**config.mk**
```make
export PLATFORM = sky130hd
export DESIGN_NAME = mod_p_scalar_alu_flat
export DESIGN_NICKNAME = d
export VERILOG_FILES = /design/src/design/mpsa_pkg.sv /design/src/design/mpsa_ifs.sv /design/src/design/mpsa_mulmod.sv /design/src/design/mpsa_divu.sv /design/src/design/mod_p_scalar_alu.sv /design/src/flat_wrapper.sv
export SDC_FILE = /design/constraint.sdc
export NUM_CORES = 2
export LEC_CHECK = 0
export BUFFER_PORTS_ARGS = -buffer_cell sky130_fd_sc_hd__buf_2
export CAP_MARGIN = 5
export CELL_PAD_IN_SITES_DETAIL_PLACEMENT = 0
export CELL_PAD_IN_SITES_GLOBAL_PLACEMENT = 1
export CORE_MARGIN = 1.5
export CORE_UTILIZATION = 49
export DETAILED_ROUTE_END_ITERATION = 8
export HOLD_SLACK_MARGIN = 0.03
export MAX_ROUTING_LAYER = met4
export PLACE_DENSITY = 0.89
export SLEW_MARGIN = 30
export SYNTH_ARGS = -nofsm -noshare
export SYNTH_HDL_FRONTEND = slang
export SYNTH_HIERARCHICAL = 1
export SYNTH_SLANG_ARGS = --single-unit
```
**constraint.sdc**
```tcl
create_clock -name clk -period 16.6 [get_ports clk]
set_clock_uncertainty 0.15 [all_clocks]
set_input_delay 1.66 -clock clk [delete_from_list [all_inputs] [get_ports clk]]
set_output_delay 1.66 -clock clk [all_outputs]
set_load 0.01 [all_outputs]
```
**src/design/mpsa_pkg.sv**
```systemverilog
package mpsa_pkg;

  localparam int W = 63;
  localparam int CNT_W = $clog2(W);
  localparam logic [CNT_W-1:0] LAST_STEP = CNT_W'(W - 1);

  typedef logic [W-1:0] word_t;

  // function codes
  localparam logic [2:0] FN_ADD = 3'd0;
  localparam logic [2:0] FN_SUB = 3'd1;
  localparam logic [2:0] FN_NEG = 3'd2;
  localparam logic [2:0] FN_MUL = 3'd3;
  localparam logic [2:0] FN_INV = 3'd4;
  localparam logic [2:0] FN_POW = 3'd5;

  localparam word_t MOD_RESET = {2'b00, {(W - 2){1'b1}}};
  localparam word_t ONE = W'(1);

  typedef struct packed {
    logic busy;
    logic done;
  } unit_sts_t;

  typedef enum logic [3:0] {
    S_IDLE,
    S_DECODE,
    S_MUL_GO,
    S_MUL_WAIT,
    S_POW_TEST,
    S_POW_MR,
    S_POW_MRW,
    S_POW_MS,
    S_POW_MSW,
    S_INV_TEST,
    S_INV_DIV,
    S_INV_DIVW,
    S_INV_MUL,
    S_INV_MULW,
    S_DONE
  } state_t;

  // a + b mod p, both below p
  function automatic word_t add_mod(word_t a, word_t b, word_t p);
    logic [W:0]   s;
    logic [W+1:0] d;
    s = {1'b0, a} + {1'b0, b};
    d = {1'b0, s} - {2'b00, p};
    return d[W+1] ? s[W-1:0] : d[W-1:0];
  endfunction

  // a - b mod p, both below p
  function automatic word_t sub_mod(word_t a, word_t b, word_t p);
    logic [W:0] d;
    d = {1'b0, a} - {1'b0, b};
    return d[W] ? W'(d[W-1:0] + p) : d[W-1:0];
  endfunction

endpackage

```
**src/design/mpsa_ifs.sv**
```systemverilog
interface mpsa_req_if import mpsa_pkg::*; ();
  logic       valid;
  logic       ready;
  logic [2:0] func;
  word_t      operand_a;
  word_t      operand_b;
  modport source(output valid, func, operand_a, operand_b, input ready);
  modport sink(input valid, func, operand_a, operand_b, output ready);
endinterface

interface mpsa_rsp_if import mpsa_pkg::*; ();
  logic  valid;
  logic  ready;
  word_t result;
  logic  no_inverse;
  logic  range_error;
  modport source(output valid, result, no_inverse, range_error, input ready);
  modport sink(input valid, result, no_inverse, range_error, output ready);
endinterface

interface mpsa_cfg_if import mpsa_pkg::*; ();
  logic  valid;
  logic  ready;
  word_t modulus;
  modport source(output valid, modulus, input ready);
  modport sink(input valid, modulus, output ready);
endinterface

```
**src/design/mpsa_mulmod.sv**
```systemverilog
module mpsa_mulmod import mpsa_pkg::*; (
  input  logic      clk,
  input  logic      rst,
  input  logic      start,
  input  word_t     op_a,
  input  word_t     op_b,
  input  word_t     modulus,
  output unit_sts_t sts,
  output word_t     prod
);

  logic             busy;
  logic             done;
  logic             phase;
  logic [CNT_W-1:0] cnt;
  word_t            a_l;
  word_t            b_sh;
  word_t            acc;
  word_t            addend;
  word_t            acc_next;
  logic             advance;

  // phase 0 doubles, phase 1 adds the multiplicand
  assign addend   = phase ? a_l : acc;
  assign acc_next = add_mod(acc, addend, modulus);
  assign advance  = phase || !b_sh[W-1];

  always_ff @(posedge clk) begin
    if (rst) begin
      busy  <= 1'b0;
      done  <= 1'b0;
      phase <= 1'b0;
    end else begin
      done <= 1'b0;
      if (start) begin
        busy  <= 1'b1;
        phase <= 1'b0;
      end else if (busy) begin
        if (advance) begin
          phase <= 1'b0;
          if (cnt == '0) begin
            busy <= 1'b0;
            done <= 1'b1;
          end
        end else begin
          phase <= 1'b1;
        end
      end
    end
  end

  always_ff @(posedge clk) begin
    if (start) begin
      acc  <= '0;
      a_l  <= op_a;
      b_sh <= op_b;
      cnt  <= LAST_STEP;
    end else if (busy) begin
      acc <= acc_next;
      if (advance) begin
        b_sh <= {b_sh[W-2:0], 1'b0};
        cnt  <= cnt - 1'b1;
      end
    end
  end

  assign sts  = '{busy: busy, done: done};
  assign prod = acc;

  a_start_idle: assert property (@(posedge clk) disable iff (rst) start |-> !busy)
    else $error("mulmod started while busy");

endmodule

```
**src/design/mpsa_divu.sv**
```systemverilog
module mpsa_divu import mpsa_pkg::*; (
  input  logic      clk,
  input  logic      rst,
  input  logic      start,
  input  word_t     dividend,
  input  word_t     divisor,
  output unit_sts_t sts,
  output word_t     quot,
  output word_t     rem
);

  logic             busy;
  logic             done;
  logic [CNT_W-1:0] cnt;
  word_t            d_l;
  word_t            q_sh;
  word_t            r;
  logic [W:0]       t;
  logic [W:0]       diff;
  logic             ge;

  // restoring division, one quotient bit per cycle
  assign t    = {r, q_sh[W-1]};
  assign diff = t - {1'b0, d_l};
  assign ge   = (t >= {1'b0, d_l});

  always_ff @(posedge clk) begin
    if (rst) begin
      busy <= 1'b0;
      done <= 1'b0;
    end else begin
      done <= 1'b0;
      if (start) begin
        busy <= 1'b1;
      end else if (busy && cnt == '0) begin
        busy <= 1'b0;
        done <= 1'b1;
      end
    end
  end

  always_ff @(posedge clk) begin
    if (start) begin
      d_l  <= divisor;
      q_sh <= dividend;
      r    <= '0;
      cnt  <= LAST_STEP;
    end else if (busy) begin
      q_sh <= {q_sh[W-2:0], ge};
      r    <= ge ? diff[W-1:0] : t[W-1:0];
      cnt  <= cnt - 1'b1;
    end
  end

  assign sts  = '{busy: busy, done: done};
  assign quot = q_sh;
  assign rem  = r;

  a_start_idle: assert property (@(posedge clk) disable iff (rst) start |-> !busy)
    else $error("divider started while busy");

endmodule

```
**src/design/mod_p_scalar_alu.sv**
```systemverilog
// channel | dir | beat contents
// cfg     | in  | modulus
// req     | in  | func, operand_a, operand_b
// rsp     | out | result, no_inverse, range_error
//
// add, sub, negate and range failures go from idle through decode to done and then to the output register
// multiply runs the shared mod-multiplier: one doubling per bit of operand b, plus an add of a for each set bit
// power: up to 63 exponent bits, each one or two multiplies
// inverse: per euclid step one divide and one multiply, up to about 90 steps
// req is ready only in idle; a stalled rsp beat holds the next result in the done state
// rst clears control and loads modulus with 2^61 - 1
module mod_p_scalar_alu import mpsa_pkg::*; (
  input logic        clk,
  input logic        rst,
  mpsa_cfg_if.sink   cfg,
  mpsa_req_if.sink   req,
  mpsa_rsp_if.source rsp
);

  state_t    state;
  state_t    state_next;
  word_t     modulus;
  logic [2:0] op;
  word_t     x;          // operand a / euclid remainder
  word_t     y;          // operand b, exponent, euclid divisor
  word_t     cx;         // power accumulator / coefficient
  word_t     cy;         // power base / next coefficient
  word_t     qm;         // quotient reduced mod p
  word_t     res;
  logic      noinv;
  logic      rerr;

  logic      rsp_valid;
  word_t     rsp_result;
  logic      rsp_noinv;
  logic      rsp_rerr;

  logic      mul_start;
  word_t     mul_a;
  word_t     mul_b;
  unit_sts_t mul_sts;
  word_t     mul_p;
  logic      div_start;
  unit_sts_t div_sts;
  word_t     div_q;
  word_t     div_r;

  logic      need_b;
  logic      bad;
  logic      out_free;

  // modulus register, written only while idle
  assign cfg.ready = (state == S_IDLE);
  always_ff @(posedge clk) begin
    if (rst) begin
      modulus <= MOD_RESET;
    end else if (cfg.valid && cfg.ready) begin
      modulus <= cfg.modulus;
    end
  end

  assign need_b   = (op == FN_ADD) || (op == FN_SUB) || (op == FN_MUL);
  assign bad      = (modulus < W'(2)) || (x >= modulus) || (need_b && (y >= modulus));
  assign out_free = !rsp_valid || rsp.ready;

  mpsa_mulmod u_mul (
    .clk     (clk),
    .rst     (rst),
    .start   (mul_start),
    .op_a    (mul_a),
    .op_b    (mul_b),
    .modulus (modulus),
    .sts     (mul_sts),
    .prod    (mul_p)
  );

  mpsa_divu u_div (
    .clk      (clk),
    .rst      (rst),
    .start    (div_start),
    .dividend (x),
    .divisor  (y),
    .sts      (div_sts),
    .quot     (div_q),
    .rem      (div_r)
  );

  // next state
  always_comb begin
    state_next = state;
    case (state)
      S_IDLE:     if (req.valid) state_next = S_DECODE;
      S_DECODE: begin
        if (op > FN_POW || bad) state_next = S_DONE;
        else if (op == FN_MUL) state_next = S_MUL_GO;
        else if (op == FN_POW) state_next = S_POW_TEST;
        else if (op == FN_INV) state_next = S_INV_TEST;
        else state_next = S_DONE;
      end
      S_MUL_GO:   state_next = S_MUL_WAIT;
      S_MUL_WAIT: if (mul_sts.done) state_next = S_DONE;
      S_POW_TEST: begin
        if (y == '0) state_next = S_DONE;
        else if (y[0]) state_next = S_POW_MR;
        else state_next = S_POW_MS;
      end
      S_POW_MR:   state_next = S_POW_MRW;
      S_POW_MRW:  if (mul_sts.done) state_next = S_POW_MS;
      S_POW_MS:   state_next = S_POW_MSW;
      S_POW_MSW:  if (mul_sts.done) state_next = S_POW_TEST;
      S_INV_TEST: state_next = (y == '0) ? S_DONE : S_INV_DIV;
      S_INV_DIV:  state_next = S_INV_DIVW;
      S_INV_DIVW: if (div_sts.done) state_next = S_INV_MUL;
      S_INV_MUL:  state_next = S_INV_MULW;
      S_INV_MULW: if (mul_sts.done) state_next = S_INV_TEST;
      S_DONE:     if (out_free) state_next = S_IDLE;
      default:    state_next = S_IDLE;
    endcase
  end

  // unit controls
  always_comb begin
    req.ready = 1'b0;
    mul_start = 1'b0;
    div_start = 1'b0;
    mul_a     = x;
    mul_b     = y;
    case (state)
      S_IDLE:   req.ready = 1'b1;
      S_MUL_GO: mul_start = 1'b1;
      S_POW_MR: begin
        mul_start = 1'b1;
        mul_a     = cx;
        mul_b     = cy;
      end
      S_POW_MS: begin
        mul_start = 1'b1;
        mul_a     = cy;
        mul_b     = cy;
      end
      S_INV_DIV: div_start = 1'b1;
      S_INV_MUL: begin
        mul_start = 1'b1;
        mul_a     = qm;
        mul_b     = cy;
      end
      default: begin
        mul_start = 1'b0;
      end
    endcase
  end

  always_ff @(posedge clk) begin
    if (rst) begin
      state <= S_IDLE;
    end else begin
      state <= state_next;
    end
  end

  // datapath
  always_ff @(posedge clk) begin
    case (state)
      S_IDLE: begin
        op    <= req.func;
        x     <= req.operand_a;
        y     <= req.operand_b;
        res   <= '0;
        noinv <= 1'b0;
        rerr  <= 1'b0;
      end
      S_DECODE: begin
        if (op <= FN_POW && bad) begin
          rerr <= 1'b1;
        end else begin
          case (op)
            FN_ADD: res <= add_mod(x, y, modulus);
            FN_SUB: res <= sub_mod(x, y, modulus);
            FN_NEG: res <= (x == '0) ? '0 : W'(modulus - x);
            FN_INV: begin
              cx <= ONE;
              cy <= '0;
              y  <= modulus;
            end
            FN_POW: begin
              cx <= ONE;
              cy <= x;
            end
            default: res <= '0;
          endcase
        end
      end
      S_MUL_WAIT: if (mul_sts.done) res <= mul_p;
      S_POW_TEST: if (y == '0) res <= cx;
      S_POW_MRW:  if (mul_sts.done) cx <= mul_p;
      S_POW_MSW: begin
        if (mul_sts.done) begin
          cy <= mul_p;
          y  <= {1'b0, y[W-1:1]};
        end
      end
      S_INV_TEST: begin
        if (y == '0) begin
          if (x == ONE) begin
            res <= cx;
          end else begin
            noinv <= 1'b1;
          end
        end
      end
      // quotient never exceeds p, one subtract reduces it
      S_INV_DIVW: if (div_sts.done) qm <= (div_q >= modulus) ? W'(div_q - modulus) : div_q;
      S_INV_MULW: begin
        if (mul_sts.done) begin
          x  <= y;
          y  <= div_r;
          cx <= cy;
          cy <= sub_mod(cx, mul_p, modulus);
        end
      end
      default: begin
        res <= res;
      end
    endcase
  end

  // output register
  always_ff @(posedge clk) begin
    if (rst) begin
      rsp_valid <= 1'b0;
    end else if (state == S_DONE && out_free) begin
      rsp_valid <= 1'b1;
    end else if (rsp.ready) begin
      rsp_valid <= 1'b0;
    end
  end

  always_ff @(posedge clk) begin
    if (state == S_DONE && out_free) begin
      rsp_result <= res;
      rsp_noinv  <= noinv;
      rsp_rerr   <= rerr;
    end
  end

  assign rsp.valid       = rsp_valid;
  assign rsp.result      = rsp_result;
  assign rsp.no_inverse  = rsp_noinv;
  assign rsp.range_error = rsp_rerr;

  a_flags_excl: assert property (@(posedge clk) disable iff (rst)
    rsp_valid && rsp_noinv |-> !rsp_rerr && rsp_result == '0)
    else $error("no_inverse beat with range flag or nonzero result");

  // a stalled result beat stays put
  a_rsp_hold: assert property (@(posedge clk) disable iff (rst)
    rsp_valid && !rsp.ready |=> rsp_valid && $stable(rsp_result) &&
      $stable(rsp_noinv) && $stable(rsp_rerr))
    else $error("result beat changed while stalled");

  a_cfg_idle: assert property (@(posedge clk) disable iff (rst)
    cfg.valid && cfg.ready |-> state == S_IDLE)
    else $error("modulus written while busy");

endmodule
```
**src/flat_wrapper.sv**
```systemverilog
// flat-port wrapper written by rule: the top's interface ports become plain ports
module mod_p_scalar_alu_flat import mpsa_pkg::*;
  (clk, rst, cfg_valid, cfg_modulus, cfg_ready, req_valid, req_func, req_operand_a, req_operand_b, req_ready, rsp_valid, rsp_result, rsp_no_inverse, rsp_range_error, rsp_ready);
  mpsa_cfg_if cfg_i ();
  mpsa_req_if req_i ();
  mpsa_rsp_if rsp_i ();
  input logic clk;
  input logic rst;
  input wire logic [$bits(cfg_i.valid)-1:0] cfg_valid;
  input wire logic [$bits(cfg_i.modulus)-1:0] cfg_modulus;
  output wire logic [$bits(cfg_i.ready)-1:0] cfg_ready;
  input wire logic [$bits(req_i.valid)-1:0] req_valid;
  input wire logic [$bits(req_i.func)-1:0] req_func;
  input wire logic [$bits(req_i.operand_a)-1:0] req_operand_a;
  input wire logic [$bits(req_i.operand_b)-1:0] req_operand_b;
  output wire logic [$bits(req_i.ready)-1:0] req_ready;
  output wire logic [$bits(rsp_i.valid)-1:0] rsp_valid;
  output wire logic [$bits(rsp_i.result)-1:0] rsp_result;
  output wire logic [$bits(rsp_i.no_inverse)-1:0] rsp_no_inverse;
  output wire logic [$bits(rsp_i.range_error)-1:0] rsp_range_error;
  input wire logic [$bits(rsp_i.ready)-1:0] rsp_ready;
  assign cfg_i.valid = cfg_valid;
  assign cfg_i.modulus = cfg_modulus;
  assign cfg_ready = cfg_i.ready;
  assign req_i.valid = req_valid;
  assign req_i.func = req_func;
  assign req_i.operand_a = req_operand_a;
  assign req_i.operand_b = req_operand_b;
  assign req_ready = req_i.ready;
  assign rsp_valid = rsp_i.valid;
  assign rsp_result = rsp_i.result;
  assign rsp_no_inverse = rsp_i.no_inverse;
  assign rsp_range_error = rsp_i.range_error;
  assign rsp_i.ready = rsp_ready;
  mod_p_scalar_alu u_core (.clk(clk), .rst(rst), .cfg(cfg_i), .req(req_i), .rsp(rsp_i));
endmodule
```
==> flow_summary.toml <==
[critical_path]
cp-start-kind = "register"
worstPathArrival_ns = 8.92
crit_required_ns = 16.93
rr_startpoint = "u_core/y[3]$_DFFE_PP_"
rr_endpoint = "u_core/res[23]$_DFFE_PP_"
worstPathMaxFanout = 40
reg2regPathDepth = 23
r2r_slack_ns = 8.02
criticalPathCategory = "reg2reg"
cp-end-kind = "register"

[global_routing]
grt_pass1_wl_mm = 556
grt_pass1_vias = 76957
grt_antenna_before_repair = 36
grt_usage = 0.450
grt_overflow_total = 0
grt_max_degree = 160

[floorplanning]
start_util = 0.495
die_w_um = 420
dieArea_um2 = 177000
rows = 152
die_h_um = 420
core_um2 = 172000
ioPinCount = 265

[clocking]
clkTransAtPathRegs_ns = 0.06
cts_resized = 0
cts_tree = "built"
root_buffer = "clkbuf_16"
insertion_delay_ns = 0.79
htreeDepth = 3
cts_setup_buffers = 0
hold_buffers = 0
clockBufferDepth = 3
numClockSinks = 911
cts_made_buffers = 115

[timing]
hold_viol_final = 0
whs_ns = 0.270
worstMarginPinSlew_ns = 1.31
fin_tns_setup_ns = 0
period_needed_ns = 8.58
relSlewSlack = 0.130
fmax_mhz = 116
fin_crit_sh = 0.517
rsz0062_at_grt = "no"
finalSetupViolations = 0
drv_slew = 0

[routing]
drc_errors = 14
viasPerCell = 6.74
wl_per_cell_um = 32.1
drt_pass1_iterations = 9
vias = 83959
drtAntennaViolNets = 0
dr.first_iter.drc_count = 11497
wirelength_mm = 399

[worst_hold_path]
holdPathStages = 0
hold_start = "u_core/res[1]$_DFFE_PP_"
min_path_type = "reg2reg"
holdPathEnd = "u_core/rsp.result[1]$_DFFE_PP_"

[synthesis]
ys_warn_count = 6
syn-mean-instance-area_um2 = 8.53
synthCells = 10006
synth_area_um2 = 85300
synth_nets = 10978

[cells_and_area]
drive_gt1_frac = 0.110
nets = 10972
area_growth_pct = 8.89

[placement]
io_buffers = 264
hpwl_mm = 320
gp_congestion = 1.11

[outcome]
failed_checks = "DRC"
status = "finished with violations"

[run]
max-cap-violations = 0
-- through the flow --
step	util	cell area (um^2)	cells	setup WS (ns)
detailed placement	0.515	88700	12193	8.42
finish	0.539	92900	12455	8.02
global route	0.539	92900	12441	7.66
CTS	0.538	92700	12408	8.36
floorplan	-	85300	10006	2.86
global placement	0.514	88600	12190	8.47
-- how the worst max path moves through the flow --
stage                           startpoint                        to  slack (ns)
floorplan           u_core/x[28]$_DFFE_PP_    u_core/cy[0]$_DFFE_PP_        2.86
global placement     u_core/y[3]$_DFFE_PP_  u_core/res[23]$_DFFE_PP_        8.47
detailed placement   u_core/y[3]$_DFFE_PP_  u_core/res[26]$_DFFE_PP_        8.42
CTS                  u_core/y[3]$_DFFE_PP_  u_core/res[26]$_DFFE_PP_        8.36
global route         u_core/y[3]$_DFFE_PP_  u_core/res[26]$_DFFE_PP_        7.66
finish               u_core/y[3]$_DFFE_PP_  u_core/res[23]$_DFFE_PP_        8.02
-- worst max-delay path, cell delays in order, from the launching register on --
cell	delay, ns
edfxtp_1	0.86
inv_1	0.13
ha_1	0.43
a221oi_1	0.38
o211ai_1	0.30
nor2b_1	0.24
o31ai_1	0.38
a21oi_1	0.12
o21ai_0	0.21
xnor2_1	0.26
ha_1	0.32
nor3_1	0.09
o311ai_0	0.66
nand2_1	0.36
nor4_1	0.74
o21ai_1	0.29
a21oi_1	0.29
o21ai_0	0.26
nand3_4	0.48
buf_4	0.62
mux2i_1	0.26
nor2_1	0.05
a221oi_1	0.22
o21ai_0	0.11
-- placed cells by master (no fill, tap or decap), drive strengths merged, types with 142 or more instances in the layout --
| cell type | count |
|---|---|
| nand3 | 179 |
| a21o | 361 |
| nand4 | 177 |
| nand2 | 816 |
| mux2 | 290 |
| buf | 424 |
| o21ai | 617 |
| a21oi | 970 |
| xnor2 | 420 |
| nor2 | 858 |
| ha | 764 |
| xor2 | 214 |
| dfxtp | 211 |
| a22oi | 161 |
| edfxtp | 700 |
| o21bai | 142 |
| inv | 615 |
| a31oi | 152 |
-- routing by layer --
layer | vias up | share of wire | global-route usage
li1 | 37516 | - | -
met1 | 40072 | 0.37 | 0.518
met2 | 5026 | 0.43 | 0.656
met3 | 1345 | 0.090 | 0.0976
met4 | 0 | 0.11 | 0.406
met5 | - | 0 | -
-- layout make-up --
class                           instances  area [um^2]
Clock buffer                          140         3120
Multi-Input combinational cell       7937        55800
Antenna cell                           47          118
Inverter                              611         2290
Clock inverter                         75          870
Fill cell                           16218        79400
Timing Repair Buffer                  424         2590
Tap cell                             2310         2890
Sequential cell                       911        25300
Power is not shown: default switching activity piles up to over one toggle a cycle in this logic, so the estimate is an artifact.
